$ cat src/rtl/ptd_pkg.sv
package ptd_pkg;

  // Table size and derived widths
  localparam int MAX_TASKS = 8;
  localparam int IDX_W     = (MAX_TASKS > 1) ? $clog2(MAX_TASKS) : 1;
  localparam int CNT_W     = $clog2(MAX_TASKS + 1);

  // Field widths
  localparam int TIME_W       = 32;
  localparam int MASK_W       = 8;
  localparam int STATUS_W     = 2;
  localparam int TASK_INDEX_W = 3;

  // Results kept per tick
  localparam int RESULT_LIMIT = 8;
  localparam int RES_IDX_W    = $clog2(RESULT_LIMIT);
  localparam int RES_CNT_W    = $clog2(RESULT_LIMIT + 1);

  // Action codes
  localparam logic ACTION_TICK = 1'b0;
  localparam logic ACTION_ADD  = 1'b1;

  // Task kinds
  localparam logic KIND_FUNCTION = 1'b0;
  localparam logic KIND_WORKER   = 1'b1;

  // Result status codes
  localparam logic [STATUS_W-1:0] STATUS_FIRED = 2'd0;
  localparam logic [STATUS_W-1:0] STATUS_ADDED = 2'd1;
  localparam logic [STATUS_W-1:0] STATUS_FULL  = 2'd2;

  typedef enum logic [1:0] {
    S_IDLE,
    S_WALK,
    S_EMIT
  } state_t;

  // Tick token handed from cell to cell
  typedef struct packed {
    logic              valid;
    logic [TIME_W-1:0] now;
  } tick_token_t;

  // New task written into one cell
  typedef struct packed {
    logic              kind;
    logic [TIME_W-1:0] interval;
    logic [TIME_W-1:0] start_at;
    logic              pending;
  } task_write_t;

endpackage

$ cat src/rtl/ptd_in_if.sv
interface ptd_in_if;
  logic                          valid;
  logic                          ready;
  logic                          action;
  logic [ptd_pkg::TIME_W-1:0]    now_ms;
  logic [ptd_pkg::MASK_W-1:0]    enable_mask;
  logic                          task_kind;
  logic [ptd_pkg::TIME_W-1:0]    period_ms;
  logic [ptd_pkg::TIME_W-1:0]    start_delay_ms;

  modport source (
    output valid, action, now_ms, enable_mask, task_kind, period_ms, start_delay_ms,
    input  ready
  );

  modport sink (
    input  valid, action, now_ms, enable_mask, task_kind, period_ms, start_delay_ms,
    output ready
  );
endinterface

$ cat src/rtl/ptd_out_if.sv
interface ptd_out_if;
  logic                              valid;
  logic                              ready;
  logic [ptd_pkg::STATUS_W-1:0]      status;
  logic [ptd_pkg::TASK_INDEX_W-1:0]  task_index;
  logic                              last;

  modport source (
    output valid, status, task_index, last,
    input  ready
  );

  modport sink (
    input  valid, status, task_index, last,
    output ready
  );
endinterface

$ cat src/rtl/ptd_cell.sv
module ptd_cell (
  input  logic                  clk,
  input  logic                  rst,
  input  ptd_pkg::tick_token_t  token_in,
  output ptd_pkg::tick_token_t  token_out,
  input  logic                  active,
  input  logic                  enable,
  input  logic                  wr_en,
  input  ptd_pkg::task_write_t  wr_data,
  output logic                  fire
);

  ptd_pkg::tick_token_t              token;
  logic                              kind;
  logic [ptd_pkg::TIME_W-1:0]        interval;
  logic [ptd_pkg::TIME_W-1:0]        last_run;
  logic [ptd_pkg::TIME_W-1:0]        start_at;
  logic                              pending;
  logic [ptd_pkg::TIME_W-1:0]        elapsed;
  logic                              due;
  logic                              candidate;

  // Pass the tick token one cell down every cycle
  always_ff @(posedge clk) begin
    if (rst) begin
      token.valid <= 1'b0;
    end else begin
      token.valid <= token_in.valid;
    end
    token.now <= token_in.now;
  end

  assign token_out = token;

  // Decide whether this slot fires on the visiting tick
  always_comb begin
    elapsed   = token.now - last_run;
    due       = (elapsed >= interval);
    candidate = 1'b0;
    if (kind == ptd_pkg::KIND_FUNCTION) begin
      candidate = due;
    end else if (enable) begin
      candidate = pending ? (token.now >= start_at) : due;
    end
  end

  assign fire = token.valid && active && candidate;

  // Store a new task, or record a firing
  always_ff @(posedge clk) begin
    if (wr_en) begin
      kind     <= wr_data.kind;
      interval <= wr_data.interval;
      start_at <= wr_data.start_at;
      pending  <= wr_data.pending;
      last_run <= '0;
    end else if (fire) begin
      last_run <= token.now;
      if (kind == ptd_pkg::KIND_WORKER) begin
        pending <= 1'b0;
      end
    end
  end

endmodule

$ cat src/rtl/periodic_task_dispatcher.sv
// Periodic task dispatcher: holds up to ptd_pkg::MAX_TASKS periodic tasks in a
// row of cells, one task per cell. An add transaction stores a task in the
// next free cell and answers in the next cycle with "added" and its index, or
// "table full". A tick transaction sends a token carrying the current time
// down the row from the highest slot to slot 0, one cell per cycle; each cell
// it visits checks its own task and records the firing time. Firings (at most
// eight per tick) are collected and then delivered newest first, one per
// cycle while the result side takes them, the final one marked last; a tick
// with no firing delivers nothing. A tick first walks the token across the
// row and then delivers its results. New transactions are taken only while
// no tick is in progress and the result register is free or being emptied.
module periodic_task_dispatcher (
  input  logic      clk,
  input  logic      rst,
  ptd_in_if.sink    task_in,
  ptd_out_if.source result_out
);

  localparam int N = ptd_pkg::MAX_TASKS;

  ptd_pkg::state_t                          state;
  ptd_pkg::state_t                          state_next;
  logic [ptd_pkg::CNT_W-1:0]                task_count;
  logic [ptd_pkg::CNT_W-1:0]                task_count_next;
  logic [ptd_pkg::IDX_W-1:0]                walk_idx;
  logic [ptd_pkg::IDX_W-1:0]                walk_idx_next;
  logic [ptd_pkg::MASK_W-1:0]               tick_mask;
  logic [ptd_pkg::RES_CNT_W-1:0]            fire_count;
  logic [ptd_pkg::RES_CNT_W-1:0]            fire_count_next;
  logic [ptd_pkg::RES_IDX_W-1:0]            emit_ptr;
  logic [ptd_pkg::RES_IDX_W-1:0]            emit_ptr_next;
  logic [ptd_pkg::TASK_INDEX_W-1:0]         res_buf [ptd_pkg::RESULT_LIMIT];
  logic                                     buf_we;

  logic                                     out_valid;
  logic [ptd_pkg::STATUS_W-1:0]             out_status;
  logic [ptd_pkg::TASK_INDEX_W-1:0]         out_index;
  logic                                     out_last;
  logic                                     out_load;
  logic [ptd_pkg::STATUS_W-1:0]             out_status_next;
  logic [ptd_pkg::TASK_INDEX_W-1:0]         out_index_next;
  logic                                     out_last_next;
  logic                                     out_free;
  logic                                     in_accept;
  logic                                     table_full;
  logic                                     emit_last;
  logic                                     any_fire;

  ptd_pkg::tick_token_t                     inject;
  ptd_pkg::tick_token_t                     tok_in  [N];
  ptd_pkg::tick_token_t                     tok_out [N];
  ptd_pkg::task_write_t                     wr_data;
  logic [N-1:0]                             wr_en;
  logic [N-1:0]                             active;
  logic [N-1:0]                             enable;
  logic [N-1:0]                             fire_vec;

  assign out_free   = !out_valid || result_out.ready;
  assign task_in.ready = (state == ptd_pkg::S_IDLE) && out_free;
  assign in_accept  = task_in.valid && task_in.ready;
  assign table_full = (task_count == ptd_pkg::CNT_W'(N));
  assign any_fire   = |fire_vec;
  assign emit_last  = (ptd_pkg::RES_CNT_W'(emit_ptr) + ptd_pkg::RES_CNT_W'(1)) == fire_count;

  // Build the task entry for an add
  always_comb begin
    wr_data.kind     = task_in.task_kind;
    wr_data.interval = task_in.period_ms;
    wr_data.pending  = (task_in.task_kind == ptd_pkg::KIND_WORKER) &&
                       (task_in.start_delay_ms != '0);
    wr_data.start_at = wr_data.pending ? (task_in.now_ms + task_in.start_delay_ms) : '0;
  end

  // Row of task cells, token enters at the highest slot
  for (genvar g = 0; g < N; g++) begin : g_cell
    if (g == N - 1) begin : g_head
      assign tok_in[g] = inject;
    end else begin : g_link
      assign tok_in[g] = tok_out[g + 1];
    end
    if (g < ptd_pkg::MASK_W) begin : g_en
      assign enable[g] = tick_mask[g];
    end else begin : g_no_en
      assign enable[g] = 1'b0;
    end
    assign active[g] = ptd_pkg::CNT_W'(g) < task_count;

    ptd_cell u_cell (
      .clk       (clk),
      .rst       (rst),
      .token_in  (tok_in[g]),
      .token_out (tok_out[g]),
      .active    (active[g]),
      .enable    (enable[g]),
      .wr_en     (wr_en[g]),
      .wr_data   (wr_data),
      .fire      (fire_vec[g])
    );
  end

  // Control registers
  always_ff @(posedge clk) begin
    if (rst) begin
      state      <= ptd_pkg::S_IDLE;
      task_count <= '0;
      fire_count <= '0;
      emit_ptr   <= '0;
      walk_idx   <= '0;
    end else begin
      state      <= state_next;
      task_count <= task_count_next;
      fire_count <= fire_count_next;
      emit_ptr   <= emit_ptr_next;
      walk_idx   <= walk_idx_next;
    end
  end

  // Latch the enable mask of an accepted tick
  always_ff @(posedge clk) begin
    if (in_accept) begin
      tick_mask <= task_in.enable_mask;
    end
  end

  // Collect fired indices during the walk
  always_ff @(posedge clk) begin
    if (buf_we) begin
      res_buf[fire_count[ptd_pkg::RES_IDX_W-1:0]] <= ptd_pkg::TASK_INDEX_W'(walk_idx);
    end
  end

  // Next state and result selection
  always_comb begin
    state_next      = state;
    task_count_next = task_count;
    walk_idx_next   = walk_idx;
    fire_count_next = fire_count;
    emit_ptr_next   = emit_ptr;
    buf_we          = 1'b0;
    wr_en           = '0;
    inject.valid    = 1'b0;
    inject.now      = task_in.now_ms;
    out_load        = 1'b0;
    out_status_next = out_status;
    out_index_next  = out_index;
    out_last_next   = out_last;

    unique case (state)
      ptd_pkg::S_IDLE: begin
        if (in_accept) begin
          if (task_in.action == ptd_pkg::ACTION_ADD) begin
            out_load      = 1'b1;
            out_last_next = 1'b1;
            if (table_full) begin
              out_status_next = ptd_pkg::STATUS_FULL;
              out_index_next  = '0;
            end else begin
              out_status_next = ptd_pkg::STATUS_ADDED;
              out_index_next  = ptd_pkg::TASK_INDEX_W'(task_count);
              wr_en[task_count[ptd_pkg::IDX_W-1:0]] = 1'b1;
              task_count_next = task_count + ptd_pkg::CNT_W'(1);
            end
          end else begin
            inject.valid    = 1'b1;
            walk_idx_next   = ptd_pkg::IDX_W'(N - 1);
            fire_count_next = '0;
            state_next      = ptd_pkg::S_WALK;
          end
        end
      end

      ptd_pkg::S_WALK: begin
        if (any_fire && (fire_count < ptd_pkg::RES_CNT_W'(ptd_pkg::RESULT_LIMIT))) begin
          buf_we          = 1'b1;
          fire_count_next = fire_count + ptd_pkg::RES_CNT_W'(1);
        end
        walk_idx_next = walk_idx - ptd_pkg::IDX_W'(1);
        // token sits in slot 0: walk ends
        if (tok_out[0].valid) begin
          emit_ptr_next = '0;
          state_next    = (fire_count_next != '0) ? ptd_pkg::S_EMIT : ptd_pkg::S_IDLE;
        end
      end

      ptd_pkg::S_EMIT: begin
        if (out_free) begin
          out_load        = 1'b1;
          out_status_next = ptd_pkg::STATUS_FIRED;
          out_index_next  = res_buf[emit_ptr];
          out_last_next   = emit_last;
          emit_ptr_next   = emit_ptr + ptd_pkg::RES_IDX_W'(1);
          if (emit_last) begin
            state_next = ptd_pkg::S_IDLE;
          end
        end
      end

      default: begin
        state_next = ptd_pkg::S_IDLE;
      end
    endcase
  end

  // Result register
  always_ff @(posedge clk) begin
    if (rst) begin
      out_valid <= 1'b0;
    end else if (out_free) begin
      out_valid <= out_load;
    end
  end

  always_ff @(posedge clk) begin
    if (out_load) begin
      out_status <= out_status_next;
      out_index  <= out_index_next;
      out_last   <= out_last_next;
    end
  end

  assign result_out.valid      = out_valid;
  assign result_out.status     = out_status;
  assign result_out.task_index = out_index;
  assign result_out.last       = out_last;

endmodule

$ cat src/flat_wrapper.sv
// flat-port wrapper written by rule: the top's interface ports become plain ports
module periodic_task_dispatcher_flat 
  (clk, rst, task_in_valid, task_in_action, task_in_now_ms, task_in_enable_mask, task_in_task_kind, task_in_period_ms, task_in_start_delay_ms, task_in_ready, result_out_valid, result_out_status, result_out_task_index, result_out_last, result_out_ready);
  ptd_in_if task_in_i ();
  ptd_out_if result_out_i ();
  input  logic clk;
  input  logic rst;
  input wire logic [$bits(task_in_i.valid)-1:0] task_in_valid;
  input wire logic [$bits(task_in_i.action)-1:0] task_in_action;
  input wire logic [$bits(task_in_i.now_ms)-1:0] task_in_now_ms;
  input wire logic [$bits(task_in_i.enable_mask)-1:0] task_in_enable_mask;
  input wire logic [$bits(task_in_i.task_kind)-1:0] task_in_task_kind;
  input wire logic [$bits(task_in_i.period_ms)-1:0] task_in_period_ms;
  input wire logic [$bits(task_in_i.start_delay_ms)-1:0] task_in_start_delay_ms;
  output wire logic [$bits(task_in_i.ready)-1:0] task_in_ready;
  output wire logic [$bits(result_out_i.valid)-1:0] result_out_valid;
  output wire logic [$bits(result_out_i.status)-1:0] result_out_status;
  output wire logic [$bits(result_out_i.task_index)-1:0] result_out_task_index;
  output wire logic [$bits(result_out_i.last)-1:0] result_out_last;
  input wire logic [$bits(result_out_i.ready)-1:0] result_out_ready;
  assign task_in_i.valid = task_in_valid;
  assign task_in_i.action = task_in_action;
  assign task_in_i.now_ms = task_in_now_ms;
  assign task_in_i.enable_mask = task_in_enable_mask;
  assign task_in_i.task_kind = task_in_task_kind;
  assign task_in_i.period_ms = task_in_period_ms;
  assign task_in_i.start_delay_ms = task_in_start_delay_ms;
  assign task_in_ready = task_in_i.ready;
  assign result_out_valid = result_out_i.valid;
  assign result_out_status = result_out_i.status;
  assign result_out_task_index = result_out_i.task_index;
  assign result_out_last = result_out_i.last;
  assign result_out_i.ready = result_out_ready;
  periodic_task_dispatcher u_core (.clk(clk), .rst(rst), .task_in(task_in_i), .result_out(result_out_i));
endmodule
$ cat config.mk
export PLATFORM = sky130hd
export DESIGN_NAME = periodic_task_dispatcher_flat
export DESIGN_NICKNAME = d
export VERILOG_FILES = /design/src/rtl/ptd_pkg.sv /design/src/rtl/ptd_in_if.sv /design/src/rtl/ptd_out_if.sv /design/src/rtl/ptd_cell.sv /design/src/rtl/periodic_task_dispatcher.sv /design/src/flat_wrapper.sv
export SDC_FILE = /design/constraint.sdc
export NUM_CORES = 2
export LEC_CHECK = 0
export ABC_AREA = 1
export BUFFER_PORTS_ARGS = -buffer_cell sky130_fd_sc_hd__buf_2
export CAP_MARGIN = 20
export CORE_ASPECT_RATIO = 1.75
export CORE_MARGIN = 2
export CORE_UTILIZATION = 55
export DETAILED_ROUTE_END_ITERATION = 16
export HOLD_SLACK_MARGIN = 0.12
export PLACE_DENSITY_LB_ADDON = 0.3
export SETUP_SLACK_MARGIN = 0.02
export SLEW_MARGIN = 10
export SYNTH_ARGS = -nofsm -noshare
export SYNTH_HDL_FRONTEND = slang
export SYNTH_SLANG_ARGS = --single-unit
$ cat constraint.sdc
create_clock -name clk -period 7.6 [get_ports clk]
set_clock_uncertainty 0.1 [all_clocks]
set_input_delay 1.52 -clock clk [delete_from_list [all_inputs] [get_ports clk]]
set_output_delay 1.52 -clock clk [all_outputs]
set_load 0.01 [all_outputs]
# Word-level counts from Yosys, hierarchy flattened
# Memory sizes are Yosys's and may differ from the RTL's. A register that Yosys moved wholly into a read port is not among the register bits.
# Index checks and enable logic that the tools add are counted.
# word_totals
in_bits	110
out_inout_bits	8
register_bits	1079
ramBits	24
n_memories	1
# classes
eq_ne	10
add_sub_neg	14
n_bitwise	3
reduce_logical	60
order_cmp	27
mux	98
# mem_list
name	words	word_bits	read_ports	rd_clocked_by_memory_dff	write_ports	line_no	rtl
u_core.res_buf	8	3	1	1	1	periodic_task_dispatcher.sv:32	logic [ptd_pkg::TASK_INDEX_W-1:0] res_buf [ptd_pkg::RESULT_LIMIT];
# ops
operator	n
>= comparator 32 bit	16
subtractor 32 bit	8
2-to-1 mux 1 bit	60
nonzero test 2 bit	19
adder 32 bit	1
2-to-1 mux 32 bit	1
2-to-1 mux 8 bit	4
nonzero test 32 bit	1
2-to-1 mux 3 bit	10
logical AND 1 bit	21
2-to-1 mux 2 bit	10
case mux 3 bit (2 select lines)	3
< comparator 3 x 4 -> 1 bit (first input constant)	4
2-to-1 mux 4 bit	4
AND reduction 2 bit	8
AND reduction 5 bit	2
adder 4 x 1 -> 4 bit (second input constant)	2
< comparator 1 x 4 -> 1 bit (first input constant)	2
< comparator 2 x 4 -> 1 bit (first input constant)	2
case mux 4 bit (2 select lines)	1
OR reduction 8 bit	1
!= test 2 x 1 -> 1 bit (second input constant)	3
!= test 2 bit (second input constant)	3
case mux 2 bit (3 select lines)	1
other kinds (21)	25

# Logic depth before layout (Yosys ltp)
# logic_depth
ltp_word	14
depth_mapped	38
ltp_nobuf	38

# Hierarchy
# From an unflattened synthesis, not the netlist that was laid out.
# unflattened
hier_cells	8007
hier_area_um2	66202.2
# by_module_without_submodules
mod	seq_area_each_um2	cells_each	instances	area_per_inst_um2
ptd_cell at u_core.g_cell[1].u_cell ...	3283.1	908	5	7668.6
ptd_cell at u_core.g_cell[2].u_cell ...	3283.1	889	2	7568.5
ptd_cell at u_core.g_cell[0].u_cell	3283.1	915	1	7728.7
periodic_task_dispatcher	1541.5	774	1	4993.5

# Worst setup path before layout
# Ideal clock, no wire load.
# synth_path
path_kind	input-to-reg
startpoint	input port result_out_ready
endpoint	register u_core.g_cell[5].u_cell.pending, enable pin
path_buffers	1
stages	9
setup_ns	0.293
required_time_ns	7.207
arrival_ns	7.590
path_slack_ns	-0.383
path_cell_list	nor2_2 nor3_2 nand2_1 nor2_1 inv_1 nor3_1 inv_1 clkbuf_1 nand2_1
# synth_via
elab_chain_cells	7
word_cells_on_any_way	8
classes_between	2 x mux; 6 x reduce/logical
# synth_rtl
item	line_no	rtl
start: declaration	flat_wrapper.sv:20	input wire logic [$bits(result_out_i.ready)-1:0] result_out_ready;
logical OR 1 bit *	periodic_task_dispatcher.sv:58	assign out_free = !out_valid || result_out.ready;
logical AND 1 bit *	periodic_task_dispatcher.sv:59	assign task_in.ready = (state == ptd_pkg::S_IDLE) && out_free;
via task_in_ready	flat_wrapper.sv:15	output wire logic [$bits(task_in_i.ready)-1:0] task_in_ready;
logical AND 1 bit *	periodic_task_dispatcher.sv:60	assign in_accept = task_in.valid && task_in.ready;
2-to-1 mux 8 bit *	periodic_task_dispatcher.sv:150	if (in_accept) begin
2-to-1 mux 8 bit *	periodic_task_dispatcher.sv:148	unique case (state)
via u_core.g_cell[5].u_cell.wr_en	ptd_cell.sv:8	input logic wr_en,
nonzero test 2 bit (no line)	--	
AND reduction 2 bit (no line) *	--	
end signal: assignment	ptd_cell.sv:55	pending <= wr_data.pending;
end: declaration	ptd_cell.sv:18	logic pending;
# The timed path passes the listed nets; every way through them passes the cells marked *.
# A chain may end at the register's enable or synchronous reset.

# Final worst setup path
# layout_path
startpoint	register u_core.g_cell[6].u_cell.token, in the netlist u_core.g_cell[6].u_cell.token_out[0]
endpoint	memory u_core.res_buf[6][2] (netlist name), enable pin
# layout_via
elab_chain_cells	12
word_cells_on_any_way	13
classes_between	1 x add/sub; 2 x order compare; 7 x mux; 3 x reduce/logical
# layout_rtl
item	line_no	rtl
start: declaration	ptd_cell.sv:13	ptd_pkg::tick_token_t token;
subtractor 32 bit	ptd_cell.sv:37	elapsed = token.now - last_run;
>= comparator 32 bit	ptd_cell.sv:38	due = (elapsed >= interval);
2-to-1 mux 1 bit	ptd_cell.sv:43	candidate = pending ? (token.now >= start_at) : due;
2-to-1 mux 1 bit	ptd_cell.sv:42	end else if (enable) begin
2-to-1 mux 1 bit *	ptd_cell.sv:40	if (kind == ptd_pkg::KIND_FUNCTION) begin
logical AND 1 bit *	ptd_cell.sv:47	assign fire = token.valid && active && candidate;
OR reduction 8 bit *	periodic_task_dispatcher.sv:62	assign any_fire = |fire_vec;
logical AND 1 bit *	periodic_task_dispatcher.sv:173	if (any_fire && (fire_count < ptd_pkg::RES_CNT_W'(ptd_pkg::RESULT_LIMIT))) begin
2-to-1 mux 1 bit *	periodic_task_dispatcher.sv:173	
2-to-1 mux 1 bit *	periodic_task_dispatcher.sv:148	
2-to-1 mux 1 bit *	periodic_task_dispatcher.sv:127	if (buf_we) begin
2-to-1 mux 1 bit (implied by the code) *	periodic_task_dispatcher.sv:128	res_buf[fire_count[ptd_pkg::RES_IDX_W-1:0]] <= ptd_pkg::TASK_INDEX_W'(walk_idx);
end: declaration	periodic_task_dispatcher.sv:32	
# Every way passes the cells marked *; elsewhere a longest branch is shown, timed or not.

==> metrics.csv <==
metric;value;unit
Synth warnings;0;
leakage;0.0298;uW
largest family of logic cells by synthesized area;adder cells;
Synth async-reset ratio;0;
Die ar.;113000;um^2
mean post-synth cell area;9.11;um^2
synth unique cells;65;
Max clock buf depth;3;
RSZ-0062 raised after global routing;false;
Sink Count;1106;
# nets final;7711;
WP data arrival;6.03;ns
critical path fanouts, max;21;
top cells by area, synth;edfxtp_1 (28%), dfxtp_1 (18%), ha_1 (16%);
Max Clock Freq;174;MHz
Slew @ Worst Pin;1.23;ns
GRT met2 Usage;0.561;
slowest stage delay, CP;0.69;ns
maxcap violations;0;
total core area;109000;um^2
I/O pin total;118;
# DRC;0;
Crit path required time;7.88;ns
post-layout util;0.609;
CP Launch Type;register;
Yosys reg bits;1106;
detailed-route wire length per cell;19.6;um
antenna violations before repair;6;
Vias;45812;
DIE WIDTH;255;um
Die H;442;um
simple-gate share of the synthesized area;0.118;
total negative slack;0;ns
XOR/XNOR Fraction of Synth Area;0.0384;
first-pass GRT wire length;248000;um
gate count of the mapped netlist;6630;
pin count of the biggest net entering global routing;66;
Fin. Hold Viols;0;
GR met1 Demand/Resource;0.271;
post-CTS setup buffers;0;
Slowest cell on crit path;o21ai_0;
fin crit share;0.757;
multiplexer share of the synthesized area;0.000663;
main flop type after synthesis;edfxtp_1;
layout cells sized above 1;0.0661;
global route overflow;0;
maximum vdd drop;230;uV
Top cell by count, worst path;nand2_1;
TritonCTS clock tree;done;
number of core rows;160;
register area share after synthesis;0.460;
cts bufs inserted;100;
port buffer count;117;
vias per cell;5.49;
Skew-Pair Late Insertion Delay;0.73;ns
pwr/cell area;211;nW/um^2
outcome;complete, no violations;
CTS clock-pin slew for the worst setup and hold paths;0.07;ns
Post-DRT Antenna Nets;0;
mapped cell area;60400;um^2
GRT Util Overall;0.291;
H-tree depth;3;
post-synth net total;7545;
R2R Setup Slk;1.85;ns
grt met3 use;0.0369;
cell type with the largest total area after synthesis;edfxtp_1;
hpwl dp;130000;um
hold crit path type;reg -> reg;
Worst Setup Path Type;reg -> reg;
number of gates resized after CTS;0;
router iterations before antenna repair;5;
vias in the first global route;47526;
top cell type's share of synthesized area;0.281;
number of flops mapped to enable cells by yosys;566;
Post-Route WL;163000;um
buffers plus inverters on the worst setup path;2;
routability congestion estimate;0.981;
Synth Area in Compound Gates;0.138;
Worst setup EP type;register;
P&R area growth vs syn;9.69;%
delay-heaviest family, CP;simple AND/OR/NAND/NOR gates;
fin crit period;5.75;ns
initial DRC count;2481;
slew margin rel.;0.183;
CTS Hold Bufs;0;
layer with the highest usage;met2;
fill count;9369;
max-slew violation count;0;
Post-Synth Adder-Cell Area;0.168;
root buf cell;clkbuf_16;
Setup-failing EPs final;0;
initial core utilization;0.555;
[per-layer routing]
metal  part of all wire  up-vias
li1                   -    22557
met1               0.34    21602
met2               0.54     1143
met3              0.037      508
met4              0.088        2
met5           0.000080        -
[registers in the layout (all words and copies together) (netlist names), 8 cells and up, named ones only]
name,cells
u_core.g_cell.u_cell.kind,8
u_core.g_cell.u_cell.interval,256
u_core.g_cell.u_cell.token_out,264
u_core.g_cell.u_cell.start_at,256
u_core.res_buf,24
u_core.enable,8
u_core.g_cell.u_cell.pending,8
u_core.g_cell.u_cell.last_run,256
[logic make-up (layout without fill, tap and decap cells)]
group           after synthesis  in the layout
compound gates             1477           1477
xor+xnor                    264            264
fa+ha+maj                   805            805
buf+inv                    1249           1502
flops                      1106           1106
mux                           4              4
other cells                   0              1
simple gates               1725           1725
[path summary, 6_finish.rpt]
check / startpoint / end / cells after the start
hold / removal: u_core.g_cell[2].u_cell.token_out[0]$_DFF_P_ / u_core.g_cell[1].u_cell.token_out[0]$_DFF_P_ / 0
setup / recovery: u_core.g_cell[6].u_cell.token_out[0]$_DFF_P_ / u_core.res_buf[6][2]$_DFFE_PP_ / 30
setup reg to reg: u_core.g_cell[6].u_cell.token_out[0]$_DFF_P_ / u_core.res_buf[6][2]$_DFFE_PP_ / 30
hold reg to reg: u_core.g_cell[2].u_cell.token_out[0]$_DFF_P_ / u_core.g_cell[1].u_cell.token_out[0]$_DFF_P_ / 0
[worst reg2reg max path: cells and delay by family, from the launching register on]
kind / cells / cell delay [ns]
and+or+nand+nor: 19 / 2.72
DFF: 1 / 0.33
buffers and inverters: 2 / 0.15
AOI/OAI and AO/OA: 5 / 1.39
adders and majority gates: 3 / 0.66
xor gates and xnor gates: 1 / 0.08
[layout make-up]
| cell class | count | area [um^2] | area share |
|---|---|---|---|
| inverter | 1164 | 4370 | 0.0659 |
| sequential | 1106 | 27800 | 0.420 |
| timing repair buffer | 149 | 866 | 0.0131 |
| tap | 1458 | 1820 | 0.0275 |
| multi-input combinational | 4275 | 28000 | 0.422 |
| clock buffer | 133 | 2730 | 0.0412 |
| antenna | 1 | 2.50 | 0.0000378 |
| clock inverter | 56 | 689 | 0.0104 |
[power by group]
group	internal [uW]	switching (uW)	total (uW)
Combinational	721	1350	2070
Clock	3040	2310	5360
Sequential	6450	120	6570
Total	10200	3780	14000
[layout by cell type (no fill, tap or decap), types with 13 or more instances in the layout]
master / count
inv_1: 1160
nand2_1: 1012
ha_1: 796
a21oi_1: 782
edfxtp_1: 566
dfxtp_1: 540
o21ai_0: 401
nor2_1: 400
xor2_1: 188
nand3_1: 119
buf_2: 117
clkbuf_16: 102
xnor2_1: 75
a31oi_1: 54
nand4_1: 51
nor3_1: 41
o21a_1: 32
a21o_1: 31
o21ai_2: 30
buf_4: 30
nand2_2: 29
clkbuf_1: 25
a21oi_2: 23
clkinv_2: 21
nor4_1: 18
bufinv_16: 15
o21ai_1: 14
a21boi_2: 14
o221ai_1: 13
o211ai_1: 13
clkinv_1: 13
[synthesized netlist by cell type, drive strengths merged, types with 4 or more instances]
cell	count
dfxtp	540
and3	11
nand3	124
clkbuf	80
o21bai	11
a31oi	55
or2	6
fa	9
nor4	21
o221ai	13
xnor2	75
a21o	31
nand4	51
nand2	1043
a21oi	810
xor2	189
a21boi	27
a211oi	5
o31ai	8
ha	796
nor2	416
nor3	43
o21a	32
o21ai	449
nand3b	5
edfxtp	566
buf	5
mux2i	4
inv	1162
o211ai	19
[through the flow]
step           instance area (um^2)  power (uW)  std cells  hold slack [ns]  setup WS [ns]
3_5_place_dp                  62800        8740       8148            0.249           1.89
4_1_cts                       66200       14000       8337            0.258           1.88
2_1_floorplan                 60400        8030       6630            0.231           1.20
5_1_grt                       66300       14500       8341            0.269           1.45
6_report                      66300       14000       8342            0.256           1.85
3_3_place_gp                  62800        8680       8147            0.238           1.99
(Power assumes the default switching activity.)
